[config.mk]
export PLATFORM = sky130hd
export DESIGN_NAME = index_to_variable_length_word
export DESIGN_NICKNAME = d
export VERILOG_FILES = /design/src/rtl/core/itvw_pkg.sv /design/src/rtl/core/itvw_ram.sv /design/src/rtl/core/itvw_div.sv /design/src/rtl/core/itvw_datapath.sv /design/src/rtl/core/itvw_ctrl.sv /design/src/rtl/core/index_to_variable_length_word.sv
export SDC_FILE = /design/constraint.sdc
export NUM_CORES = 2
export LEC_CHECK = 0
export BUFFER_PORTS_ARGS = -buffer_cell sky130_fd_sc_hd__buf_2
export CORE_ASPECT_RATIO = 1.25
export CORE_UTILIZATION = 30
export DETAILED_ROUTE_END_ITERATION = 10
export PLACE_DENSITY_LB_ADDON = 0.25
export SLEW_MARGIN = 20
export SYNTH_ARGS = -nofsm -noshare
export SYNTH_HDL_FRONTEND = slang
export SYNTH_SLANG_ARGS = --single-unit
[constraint.sdc]
create_clock -name clk_i -period 8.9 [get_ports clk_i]
set_clock_uncertainty 0.15 [all_clocks]
set_input_delay 0.445 -clock clk_i [delete_from_list [all_inputs] [get_ports clk_i]]
set_output_delay 0.445 -clock clk_i [all_outputs]
set_load 0.05 [all_outputs]
[src/rtl/core/itvw_pkg.sv]
`timescale 1ns / 1ps
`default_nettype none
// ----------------------------------------------------------------------------
// itvw_pkg
// Shared constants, register codes and control/status types for the
// index-to-variable-length-word converter.
// ----------------------------------------------------------------------------
package itvw_pkg;

  // Default sizes
  localparam int ITVW_MAX_LEN        = 8;
  localparam int ITVW_ALPHABET_DEPTH = 256;

  // Field widths
  localparam int INDEX_W = 64;
  localparam int SLOT_W  = 8;
  localparam int CHAR_W  = 8;
  localparam int BASE_W  = 9;
  localparam int MLEN_W  = 4;
  localparam int POS_W   = 3;
  localparam int CFG_W   = 9;
  localparam int CFG_IDX_W = 1;

  // Register codes
  localparam logic [CFG_IDX_W-1:0] REG_SYMBOL_BASE = 1'b0;
  localparam logic [CFG_IDX_W-1:0] REG_MAX_LENGTH  = 1'b1;

  // Register reset values
  localparam logic [BASE_W-1:0] BASE_RESET = 9'd62;
  localparam logic [MLEN_W-1:0] MLEN_RESET = 4'd8;

  // Controller -> datapath commands
  typedef struct packed {
    logic alpha_wr;      // store one alphabet entry
    logic load_idx;      // capture index, restart bound search
    logic mul_step;      // next power of the base
    logic add_step;      // next length bound
    logic sub_init;      // offset of the index inside its length class
    logic div_start;     // launch one digit division
    logic div_store;     // keep digit and quotient
    logic rd_issue;      // read alphabet for current digit
    logic out_load_char; // load a character beat
    logic out_load_oor;  // load the out-of-range beat
  } itvw_cmd_t;

  // Datapath -> controller status
  typedef struct packed {
    logic hit;        // index lies below the new bound
    logic at_max;     // new bound is the longest allowed
    logic div_done;   // divider finished
    logic last_digit; // digit just stored is the top one
    logic pos_zero;   // current emit position is the rightmost
    logic out_free;   // output register can take a beat
  } itvw_status_t;

endpackage
`default_nettype wire

[src/rtl/core/itvw_ram.sv]
`timescale 1ns / 1ps
`default_nettype none
// ----------------------------------------------------------------------------
// itvw_ram
// Generic simple dual-port RAM: one write port, one registered read port.
// ----------------------------------------------------------------------------
module itvw_ram #(
  parameter int WIDTH = 8,
  parameter int DEPTH = 256
) (
  input  wire logic                     clk_i,
  input  wire logic                     we_i,
  input  wire logic [$clog2(DEPTH)-1:0] waddr_i,
  input  wire logic [WIDTH-1:0]         wdata_i,
  input  wire logic                     re_i,
  input  wire logic [$clog2(DEPTH)-1:0] raddr_i,
  output logic      [WIDTH-1:0]         rdata_o
);

  logic [WIDTH-1:0] mem_q [DEPTH];

  always_ff @(posedge clk_i) begin
    if (we_i) begin
      mem_q[waddr_i] <= wdata_i;
    end
    if (re_i) begin
      rdata_o <= mem_q[raddr_i];
    end
  end

endmodule
`default_nettype wire

[src/rtl/core/itvw_div.sv]
`timescale 1ns / 1ps
`default_nettype none
// ----------------------------------------------------------------------------
// itvw_div
// Restoring divider, 64-bit dividend by 9-bit divisor, one quotient bit
// per cycle.
// ----------------------------------------------------------------------------
module itvw_div
  import itvw_pkg::*;
(
  input  wire logic               clk_i,
  input  wire logic               rst_ni,
  input  wire logic               start_i,
  input  wire logic [INDEX_W-1:0] dividend_i,
  input  wire logic [BASE_W-1:0]  divisor_i,
  output logic      [INDEX_W-1:0] quotient_o,
  output logic      [BASE_W-1:0]  remainder_o,
  output logic                    done_o
);

  localparam int CNT_W = $clog2(INDEX_W);

  logic [INDEX_W-1:0] dq_q;
  logic [BASE_W-1:0]  rem_q;
  logic [CNT_W-1:0]   cnt_q;
  logic               busy_q;
  logic               done_q;

  logic [BASE_W:0] trial;
  logic            ge;
  logic [BASE_W:0] diff;

  assign trial = {rem_q, dq_q[INDEX_W-1]};
  assign ge    = trial >= {1'b0, divisor_i};
  assign diff  = trial - {1'b0, divisor_i};

  always_ff @(posedge clk_i or negedge rst_ni) begin
    if (!rst_ni) begin
      busy_q <= 1'b0;
      done_q <= 1'b0;
      cnt_q  <= '0;
    end else begin
      done_q <= 1'b0;
      if (start_i) begin
        busy_q <= 1'b1;
        cnt_q  <= '0;
      end else if (busy_q) begin
        cnt_q <= cnt_q + 1'b1;
        if (cnt_q == CNT_W'(INDEX_W - 1)) begin
          busy_q <= 1'b0;
          done_q <= 1'b1;
        end
      end
    end
  end

  always_ff @(posedge clk_i) begin
    if (start_i) begin
      dq_q  <= dividend_i;
      rem_q <= '0;
    end else if (busy_q) begin
      // shift in next dividend bit, subtract when it fits
      dq_q  <= {dq_q[INDEX_W-2:0], ge};
      rem_q <= ge ? diff[BASE_W-1:0] : trial[BASE_W-1:0];
    end
  end

  assign quotient_o  = dq_q;
  assign remainder_o = rem_q;
  assign done_o      = done_q;

endmodule
`default_nettype wire

[src/rtl/core/itvw_datapath.sv]
`timescale 1ns / 1ps
`default_nettype none
// ----------------------------------------------------------------------------
// itvw_datapath
// Configuration registers, bound search, digit extraction, digit store,
// alphabet lookup and output register.
// ----------------------------------------------------------------------------
module itvw_datapath
  import itvw_pkg::*;
#(
  parameter int MAX_LEN        = ITVW_MAX_LEN,
  parameter int ALPHABET_DEPTH = ITVW_ALPHABET_DEPTH
) (
  input  wire logic               clk_i,
  input  wire logic               rst_ni,
  input  wire itvw_cmd_t          cmd_i,
  output itvw_status_t            status_o,
  input  wire logic               cfg_we_i,
  input  wire logic [CFG_IDX_W-1:0] cfg_index_i,
  input  wire logic [CFG_W-1:0]   cfg_wdata_i,
  input  wire logic [INDEX_W-1:0] index_i,
  input  wire logic [SLOT_W-1:0]  alphabet_slot_i,
  input  wire logic [CHAR_W-1:0]  alphabet_char_i,
  input  wire logic               out_stall_i,
  output logic                    out_valid_o,
  output logic      [CHAR_W-1:0]  character_o,
  output logic      [POS_W-1:0]   digit_position_o,
  output logic                    last_o,
  output logic                    out_of_range_o
);

  localparam int LEN_W = $clog2(MAX_LEN + 1);
  localparam int P_W   = (MAX_LEN > 1) ? $clog2(MAX_LEN) : 1;
  localparam int AW    = $clog2(ALPHABET_DEPTH);

  // configuration
  logic [BASE_W-1:0] symbol_base_q;
  logic [MLEN_W-1:0] max_length_q;
  logic [BASE_W-1:0] eff_base;
  logic [MLEN_W-1:0] eff_len4;
  logic [LEN_W-1:0]  eff_len;

  always_ff @(posedge clk_i or negedge rst_ni) begin
    if (!rst_ni) begin
      symbol_base_q <= BASE_RESET;
      max_length_q  <= MLEN_RESET;
    end else if (cfg_we_i) begin
      unique case (cfg_index_i)
        REG_SYMBOL_BASE: symbol_base_q <= cfg_wdata_i[BASE_W-1:0];
        REG_MAX_LENGTH:  max_length_q  <= cfg_wdata_i[MLEN_W-1:0];
        default: ;
      endcase
    end
  end

  always_comb begin
    if (symbol_base_q < BASE_W'(2)) begin
      eff_base = BASE_W'(2);
    end else if (symbol_base_q > BASE_W'(ALPHABET_DEPTH)) begin
      eff_base = BASE_W'(ALPHABET_DEPTH);
    end else begin
      eff_base = symbol_base_q;
    end
    if (max_length_q == '0) begin
      eff_len4 = MLEN_W'(1);
    end else if (max_length_q > MLEN_W'(MAX_LEN)) begin
      eff_len4 = MLEN_W'(MAX_LEN);
    end else begin
      eff_len4 = max_length_q;
    end
  end
  assign eff_len = LEN_W'(eff_len4);

  // bound search
  logic [INDEX_W-1:0] idx_q, pw_q, sum_q, work_q;
  logic [LEN_W-1:0]   len_q;
  logic [INDEX_W+BASE_W-1:0] prod;
  logic [INDEX_W:0]   sum_ext;
  logic [INDEX_W-1:0] new_bound;
  logic [LEN_W-1:0]   len_next;

  assign prod      = {{BASE_W{1'b0}}, pw_q} * {{INDEX_W{1'b0}}, eff_base};
  assign sum_ext   = {1'b0, sum_q} + {1'b0, pw_q};
  assign new_bound = sum_ext[INDEX_W] ? '1 : sum_ext[INDEX_W-1:0];
  assign len_next  = len_q + 1'b1;

  // digits
  logic [CHAR_W-1:0] digits_q [MAX_LEN];
  logic [P_W-1:0]    k_q, pos_q;
  logic [LEN_W:0]    k_plus;
  logic [INDEX_W-1:0] quot;
  logic [BASE_W-1:0]  rem;
  logic               div_done;

  assign k_plus = (LEN_W + 1)'(k_q) + 1'b1;

  itvw_div u_div (
    .clk_i       (clk_i),
    .rst_ni      (rst_ni),
    .start_i     (cmd_i.div_start),
    .dividend_i  (work_q),
    .divisor_i   (eff_base),
    .quotient_o  (quot),
    .remainder_o (rem),
    .done_o      (div_done)
  );

  always_ff @(posedge clk_i or negedge rst_ni) begin
    if (!rst_ni) begin
      len_q <= '0;
      k_q   <= '0;
      pos_q <= '0;
    end else begin
      if (cmd_i.load_idx) begin
        len_q <= '0;
      end else if (cmd_i.add_step) begin
        len_q <= len_next;
      end
      if (cmd_i.sub_init) begin
        k_q <= '0;
      end else if (cmd_i.div_store) begin
        k_q <= k_q + 1'b1;
      end
      if (cmd_i.div_store && status_o.last_digit) begin
        pos_q <= P_W'(len_q - 1'b1);
      end else if (cmd_i.out_load_char) begin
        pos_q <= pos_q - 1'b1;
      end
    end
  end

  always_ff @(posedge clk_i) begin
    if (cmd_i.load_idx) begin
      idx_q <= index_i;
      pw_q  <= INDEX_W'(1);
      sum_q <= '0;
    end
    if (cmd_i.mul_step) begin
      // saturate the power at all ones
      pw_q <= (prod[INDEX_W+BASE_W-1:INDEX_W] != '0) ? '1 : prod[INDEX_W-1:0];
    end
    if (cmd_i.add_step && !status_o.hit) begin
      sum_q <= new_bound;
    end
    if (cmd_i.sub_init) begin
      work_q <= idx_q - sum_q;
    end else if (cmd_i.div_store) begin
      work_q <= quot;
    end
    if (cmd_i.div_store) begin
      digits_q[k_q] <= rem[CHAR_W-1:0];
    end
  end

  // alphabet
  logic              ram_we;
  logic [CHAR_W-1:0] ram_rdata;
  logic [CHAR_W-1:0] cur_digit;

  assign ram_we    = cmd_i.alpha_wr && ({1'b0, alphabet_slot_i} < (SLOT_W + 1)'(ALPHABET_DEPTH));
  assign cur_digit = digits_q[pos_q];

  itvw_ram #(
    .WIDTH (CHAR_W),
    .DEPTH (ALPHABET_DEPTH)
  ) u_alphabet (
    .clk_i   (clk_i),
    .we_i    (ram_we),
    .waddr_i (alphabet_slot_i[AW-1:0]),
    .wdata_i (alphabet_char_i),
    .re_i    (cmd_i.rd_issue),
    .raddr_i (cur_digit[AW-1:0]),
    .rdata_o (ram_rdata)
  );

  // output register
  logic             out_valid_q;
  logic [P_W+2:0]   pos_ext;

  assign pos_ext = {3'b000, pos_q};

  always_ff @(posedge clk_i or negedge rst_ni) begin
    if (!rst_ni) begin
      out_valid_q <= 1'b0;
    end else if (cmd_i.out_load_char || cmd_i.out_load_oor) begin
      out_valid_q <= 1'b1;
    end else if (!out_stall_i) begin
      out_valid_q <= 1'b0;
    end
  end

  always_ff @(posedge clk_i) begin
    if (cmd_i.out_load_char) begin
      character_o      <= ram_rdata;
      digit_position_o <= pos_ext[POS_W-1:0];
      last_o           <= (pos_q == '0);
      out_of_range_o   <= 1'b0;
    end else if (cmd_i.out_load_oor) begin
      character_o      <= '0;
      digit_position_o <= '0;
      last_o           <= 1'b1;
      out_of_range_o   <= 1'b1;
    end
  end

  assign out_valid_o = out_valid_q;

  always_comb begin
    status_o.hit        = idx_q < new_bound;
    status_o.at_max     = len_next == eff_len;
    status_o.div_done   = div_done;
    status_o.last_digit = k_plus == (LEN_W + 1)'(len_q);
    status_o.pos_zero   = pos_q == '0;
    status_o.out_free   = !out_valid_q || !out_stall_i;
  end

endmodule
`default_nettype wire

[src/rtl/core/itvw_ctrl.sv]
`timescale 1ns / 1ps
`default_nettype none
// ----------------------------------------------------------------------------
// itvw_ctrl
// Sequencer: alphabet writes; bound search, digit divisions, then character emission or an out-of-range beat.
// ----------------------------------------------------------------------------
module itvw_ctrl
  import itvw_pkg::*;
(
  input  wire logic         clk_i,
  input  wire logic         rst_ni,
  input  wire logic         in_valid_i,
  input  wire logic         func_i,
  output logic              in_stall_o,
  output itvw_cmd_t         cmd_o,
  input  wire itvw_status_t status_i
);

  localparam logic [3:0] S_IDLE     = 4'd0;
  localparam logic [3:0] S_MUL      = 4'd1;
  localparam logic [3:0] S_ADD      = 4'd2;
  localparam logic [3:0] S_SUB      = 4'd3;
  localparam logic [3:0] S_DIV_GO   = 4'd4;
  localparam logic [3:0] S_DIV_RUN  = 4'd5;
  localparam logic [3:0] S_EMIT_RD  = 4'd6;
  localparam logic [3:0] S_EMIT_LD  = 4'd7;
  localparam logic [3:0] S_OOR      = 4'd8;

  logic [3:0] state_q, state_d;

  always_ff @(posedge clk_i or negedge rst_ni) begin
    if (!rst_ni) begin
      state_q <= S_IDLE;
    end else begin
      state_q <= state_d;
    end
  end

  assign in_stall_o = (state_q != S_IDLE);

  always_comb begin
    state_d = state_q;
    cmd_o   = '0;
    unique case (state_q)
      S_IDLE: begin
        if (in_valid_i) begin
          if (func_i) begin
            cmd_o.load_idx = 1'b1;
            state_d        = S_MUL;
          end else begin
            cmd_o.alpha_wr = 1'b1;
          end
        end
      end
      S_MUL: begin
        cmd_o.mul_step = 1'b1;
        state_d        = S_ADD;
      end
      S_ADD: begin
        cmd_o.add_step = 1'b1;
        if (status_i.hit) begin
          state_d = S_SUB;
        end else if (status_i.at_max) begin
          state_d = S_OOR;
        end else begin
          state_d = S_MUL;
        end
      end
      S_SUB: begin
        cmd_o.sub_init = 1'b1;
        state_d        = S_DIV_GO;
      end
      S_DIV_GO: begin
        cmd_o.div_start = 1'b1;
        state_d         = S_DIV_RUN;
      end
      S_DIV_RUN: begin
        if (status_i.div_done) begin
          cmd_o.div_store = 1'b1;
          state_d = status_i.last_digit ? S_EMIT_RD : S_DIV_GO;
        end
      end
      S_EMIT_RD: begin
        cmd_o.rd_issue = 1'b1;
        state_d        = S_EMIT_LD;
      end
      S_EMIT_LD: begin
        if (status_i.out_free) begin
          cmd_o.out_load_char = 1'b1;
          state_d = status_i.pos_zero ? S_IDLE : S_EMIT_RD;
        end
      end
      S_OOR: begin
        if (status_i.out_free) begin
          cmd_o.out_load_oor = 1'b1;
          state_d            = S_IDLE;
        end
      end
      default: state_d = S_IDLE;
    endcase
  end

endmodule
`default_nettype wire

[src/rtl/core/index_to_variable_length_word.sv]
`timescale 1ns / 1ps
`default_nettype none
// ----------------------------------------------------------------------------
// index_to_variable_length_word
// Converts a 64-bit index into a variable-length word over a loaded alphabet.
// ----------------------------------------------------------------------------
// Sequence: a load beat writes one alphabet entry. A convert beat of word length L
//   runs a bound search (S_MUL, S_ADD per length), one division per digit
//   (S_DIV_GO, S_DIV_RUN) and emission (S_EMIT_RD, S_EMIT_LD per character).
// Throughput: one item at a time; the bit-serial divider, run once per digit,
//   sets the rate. An out-of-range index ends after the bound search with one beat.
// Reset: asynchronous, active low; base 62, max length 8, alphabet undefined.
// ----------------------------------------------------------------------------
module index_to_variable_length_word
  import itvw_pkg::*;
#(
  parameter int MAX_LEN        = ITVW_MAX_LEN,
  parameter int ALPHABET_DEPTH = ITVW_ALPHABET_DEPTH
) (
  input  wire logic                 clk_i,
  input  wire logic                 rst_ni,
  // configuration write port
  input  wire logic                 cfg_we_i,
  input  wire logic [CFG_IDX_W-1:0] cfg_index_i,
  input  wire logic [CFG_W-1:0]     cfg_wdata_i,
  // input channel
  input  wire logic                 in_valid_i,
  output logic                      in_stall_o,
  input  wire logic                 func_i,
  input  wire logic [INDEX_W-1:0]   index_i,
  input  wire logic [SLOT_W-1:0]    alphabet_slot_i,
  input  wire logic [CHAR_W-1:0]    alphabet_char_i,
  // output channel
  output logic                      out_valid_o,
  input  wire logic                 out_stall_i,
  output logic      [CHAR_W-1:0]    character_o,
  output logic      [POS_W-1:0]     digit_position_o,
  output logic                      last_o,
  output logic                      out_of_range_o
);

  // The controller walks the length classes (power, then bound, one of
  // each per step), launches one division per digit from least to most
  // significant, then reads the digits back top-down through the alphabet.
  itvw_cmd_t    cmd;
  itvw_status_t status;

  itvw_ctrl u_ctrl (
    .clk_i      (clk_i),
    .rst_ni     (rst_ni),
    .in_valid_i (in_valid_i),
    .func_i     (func_i),
    .in_stall_o (in_stall_o),
    .cmd_o      (cmd),
    .status_i   (status)
  );

  // The datapath holds configuration, bounds, digit store, alphabet RAM and
  // the output register; a finished beat waits there while the next item
  // may already be taken.
  itvw_datapath #(
    .MAX_LEN        (MAX_LEN),
    .ALPHABET_DEPTH (ALPHABET_DEPTH)
  ) u_datapath (
    .clk_i            (clk_i),
    .rst_ni           (rst_ni),
    .cmd_i            (cmd),
    .status_o         (status),
    .cfg_we_i         (cfg_we_i),
    .cfg_index_i      (cfg_index_i),
    .cfg_wdata_i      (cfg_wdata_i),
    .index_i          (index_i),
    .alphabet_slot_i  (alphabet_slot_i),
    .alphabet_char_i  (alphabet_char_i),
    .out_stall_i      (out_stall_i),
    .out_valid_o      (out_valid_o),
    .character_o      (character_o),
    .digit_position_o (digit_position_o),
    .last_o           (last_o),
    .out_of_range_o   (out_of_range_o)
  );

endmodule
`default_nettype wire

==> impl_metrics.env <==
export IMPL_status="complete, no violations"
export IMPL_cp_required_ns=9.33
export IMPL_swShare_pct=43.4
export IMPL_rows=265
export IMPL_synth_top_cell_area_share_pct=58.4
export IMPL_start_kind="register"
export IMPL_power_density_nw_per_um2=355
export IMPL_grt_pass1_vias=84872
export IMPL_io_pins=111
export IMPL_combPwrFrac_pct=49.5
export IMPL_clockBufferDepth=4
export IMPL_crit_top_cell="fa_1"
export IMPL_cts_htree_levels=5
export IMPL_core_um2=417000
export IMPL_die_area_um2=423000
export IMPL_cp_slowest_stage_delay_ns=0.86
export IMPL_grt_pass1_wl_mm=562
export IMPL_hold_path_class="input pin to register"
export IMPL_final_cells=16164
export IMPL_end_kind="register"
export IMPL_track_usage_pct=17.6
export IMPL_p_sw_mw=22.0
export IMPL_slowest_stage="a2111oi_1"
export IMPL_seq_area_frac_synth_pct=59.3
export IMPL_synth_edff_count=2452
export IMPL_critical_path_buf_inv_count=4
export IMPL_synth_cell_type_count=96
export IMPL_p_leak_nw=52.5
export IMPL_clkTransAtPathRegs_ns=0.06
export IMPL_worst_setup_path_type="register to register"
export IMPL_yosys_warnings=0
export IMPL_crit_path_cell_trace="nor4_1 > nand2_1 > o31ai_4 > buf_6 > and3_1 > fa_1 > fa_1 > fa_1 > inv_1 > fa_1 > inv_1 > ha_1 > a21oi_1 > o21ai_0 > a2111oi_1 > nand3b_1 > a31oi_1 > o21a_1 > o31a_1 > a211o_1 > nand4_4 > nor2_8 > buf_4 > a21oi_1"
export IMPL_fin_tns_setup_ns=0
export IMPL_synth_async_sr_flop_share_pct=1.44
export IMPL_firstDrtPassIters=6
export IMPL_cellInternalPower_mw=28.6
export IMPL_grt_ovfl_total=0
export IMPL_layout_nets=11292
export IMPL_postSynthCellCount=10437
export IMPL_vias=83632
export IMPL_synthesis_area_um2=126000
export IMPL_whs_ns=0.120
export IMPL_synth_area_leaders="edfxtp_1 58%, fa_1 7.0%, nand2_1 6.6%"
export IMPL_drv_slew=0
export IMPL_drcViolationCount=0
export IMPL_cts_tree="yes"
export IMPL_cts_inserted_buffers=286
export IMPL_avgRoutedWirePerCell_um=23.6
export IMPL_fp_dieH_um=727
export IMPL_syn2layout_area_growth_pct=13.2
export IMPL_ant_nets=0
export IMPL_slew_headroom_pct=21.6
export IMPL_yosys_area_top_type="edfxtp_1"
export IMPL_crit_arrival_ns=8.80
export IMPL_worst_slew_pin_transition_ns=1.16
export IMPL_grt_max_degree=150
export IMPL_crit_family="compound AO/OA/AOI/OAI gates"
export IMPL_portBuffers=110
export IMPL_synth_main_ff_cell="edfxtp_1"
export IMPL_fp_dieW_um=582
export IMPL_finalSetupViolations=0
export IMPL_drt_total_wl_mm=381
export IMPL_final_hold_violation_count=0
export IMPL_synthTopCellsByCount="2452 x edfxtp_1, 2221 x nand2_1, 549 x inv_1, 543 x nor2_1, 438 x fa_1"
export IMPL_ys_ff_latch=2498
export IMPL_final_util_pct=34.2
export IMPL_path_max_fanout=93
export IMPL_seq_power_share_pct=27.6
export IMPL_clkPwrFrac_pct=22.9
export IMPL_min_period_ns=8.37
export IMPL_gp_congestion=0.905
export IMPL_clock_sinks=2498
export IMPL_maxCapViolCount=0
export IMPL_dp_hpwl_mm=245
export IMPL_clk_latency_ns=0.89
export IMPL_rsz0062_at_grt="false"
export IMPL_dr_first_iter_drc_count=6950
export IMPL_yosysMostFrequentCell="edfxtp_1"
export IMPL_ir_drop_v=0.000344
export IMPL_initial_core_util_pct=30.2
export IMPL_layout_drive_gt1_share_pct=8.61
export IMPL_synth_nets=11267
export IMPL_fin_crit_sh_pct=94.0
export IMPL_place_inst=15551
export IMPL_via_per_inst=5.17
export IMPL_antenna_found_initial=26
export IMPL_synth_area_per_cell_um2=12.1
export IMPL_root_buffer="clkbuf_16"
export IMPL_timing_fmax_mhz=120
==> worst paths after layout <==
kind	startpoint	endpoint	slack (ns)	depth (start not counted)
worst min register to register	u_datapath.u_div.remainder_o[8]	u_datapath.u_div.remainder_o[8]	0.35	2
worst min-delay path	index_i[3]	u_datapath.idx_q[3]	0.12	2
min in group asynchronous	rst_ni	u_datapath.max_length_q[2]	0.61	4
worst max-delay path	u_datapath.symbol_base_q[6]	u_datapath.pw_q[34]	0.53	24
max in group asynchronous	rst_ni	u_datapath.u_div.busy_q	7.50	4
worst max register to register	u_datapath.symbol_base_q[6]	u_datapath.pw_q[34]	0.53	24
==> cell usage in the layout, fill, tap and decap left out, types with 23 or more instances in the layout <==
| master | instances |
|---|---|
| clkbuf_16 | 290 |
| nor2_1 | 540 |
| a21o_1 | 143 |
| ha_1 | 296 |
| dlygate4sd3_1 | 95 |
| o22ai_1 | 56 |
| xnor2_1 | 102 |
| o221ai_1 | 27 |
| o211ai_1 | 28 |
| o21ai_0 | 270 |
| buf_4 | 124 |
| inv_1 | 548 |
| a22oi_1 | 67 |
| xor2_1 | 98 |
| edfxtp_1 | 2452 |
| o21bai_1 | 37 |
| dfrtp_1 | 28 |
| nor3_1 | 57 |
| nor2b_1 | 36 |
| a32oi_1 | 33 |
| nand4_1 | 73 |
| clkbuf_1 | 59 |
| a21oi_1 | 303 |
| nand2b_1 | 27 |
| and3_1 | 371 |
| o21a_1 | 23 |
| nand2_1 | 2214 |
| a311oi_1 | 179 |
| mux4_2 | 144 |
| a31oi_1 | 170 |
| buf_12 | 24 |
| and2_1 | 267 |
| nor4_1 | 45 |
| clkinv_1 | 56 |
| nand3_1 | 421 |
| clkinv_2 | 46 |
| buf_2 | 102 |
| fa_1 | 438 |
==> cells by family (layout without fill, tap and decap cells) <==
kind of cell    after synthesis  count (layout)  synth area share, %
fa+ha+maj                   734             734                 9.90
flops                      2498            2498                 59.3
simple gates               4127            4127                 14.6
xor+xnor                    200             200                 1.39
buf+inv                    1167            1414                 3.72
compound gates             1532            1532                 8.21
mux                         179             179                 2.88
other cells                   0               7                    0
==> metrics by stage <==
| step | worst slack [ns] | cell area [µm²] | power (mW) |
|---|---|---|---|
| floorplan | 1.39 | 126000 | 31.0 |
| global placement | 0.326 | 133000 | 39.1 |
| detailed placement | 0.503 | 133000 | 39.2 |
| CTS | 0.428 | 143000 | 50.9 |
| global route | 0.0906 | 143000 | 53.7 |
| finish | 0.533 | 143000 | 50.6 |
==> registers in the layout (all words and copies together) (netlist names), 8 cells and up <==
signal,cells
u_datapath.character_o,8
u_datapath.digits_q,64
u_datapath.idx_q,64
u_datapath.pw_q,64
u_datapath.sum_q,64
u_datapath.symbol_base_q,9
u_datapath.u_alphabet.mem_q,2048
u_datapath.u_alphabet.rdata_o,8
u_datapath.u_div.quotient_o,64
u_datapath.u_div.remainder_o,9
u_datapath.work_q,64
==> timing repair <==
action                                  4_1_cts  5_1_grt
gates resized for setup                       0        2
endpoints found under the hold margin       619        0
endpoints found under the setup margin        0       27
hold buffers                                 95        0
buffers inserted                              0        0
==> worst reg2reg max path, delay by kind of cell (launching register included) <==
kind | cells | cell delay, ns
AND/OR/NAND/NOR | 6 | 1.37
flip-flops | 1 | 0.40
adder cells (fa/ha/maj) | 5 | 2.24
AO/OA/AOI/OAI | 9 | 2.87
buffers and inverters | 4 | 1.04
==> power groups by stage <==
stage          registers (mW)  clock network, mW  logic [mW]
6_report                 14.0               11.6        25.0
2_1_floorplan            13.9                  0        17.1
4_1_cts                  14.0               11.8        25.2
3_5_place_dp             14.2                  0        25.0
5_1_grt                  14.0               12.2        27.5
3_3_place_gp             14.2                  0        24.9
==> layout make-up <==
cell class / instances / area (µm²)
fillers: 40922 / 275000
flip-flops and latches: 2498 / 74700
multi-input cells: 6772 / 46800
clock buffers: 350 / 7490
well taps: 5473 / 6850
repair buffers: 355 / 3030
inverters: 549 / 2060
clock inverters: 160 / 1610
diodes: 7 / 17.5
==> per-layer routing <==
metal	up-vias	routed length, µm	track usage [%]
met5	-	60	0
met4	12	12500	5.48
met3	593	21700	2.51
met2	2547	191000	30.8
met1	42907	156000	22.3
li1	37573	-	-
(Power assumes the default switching activity.)
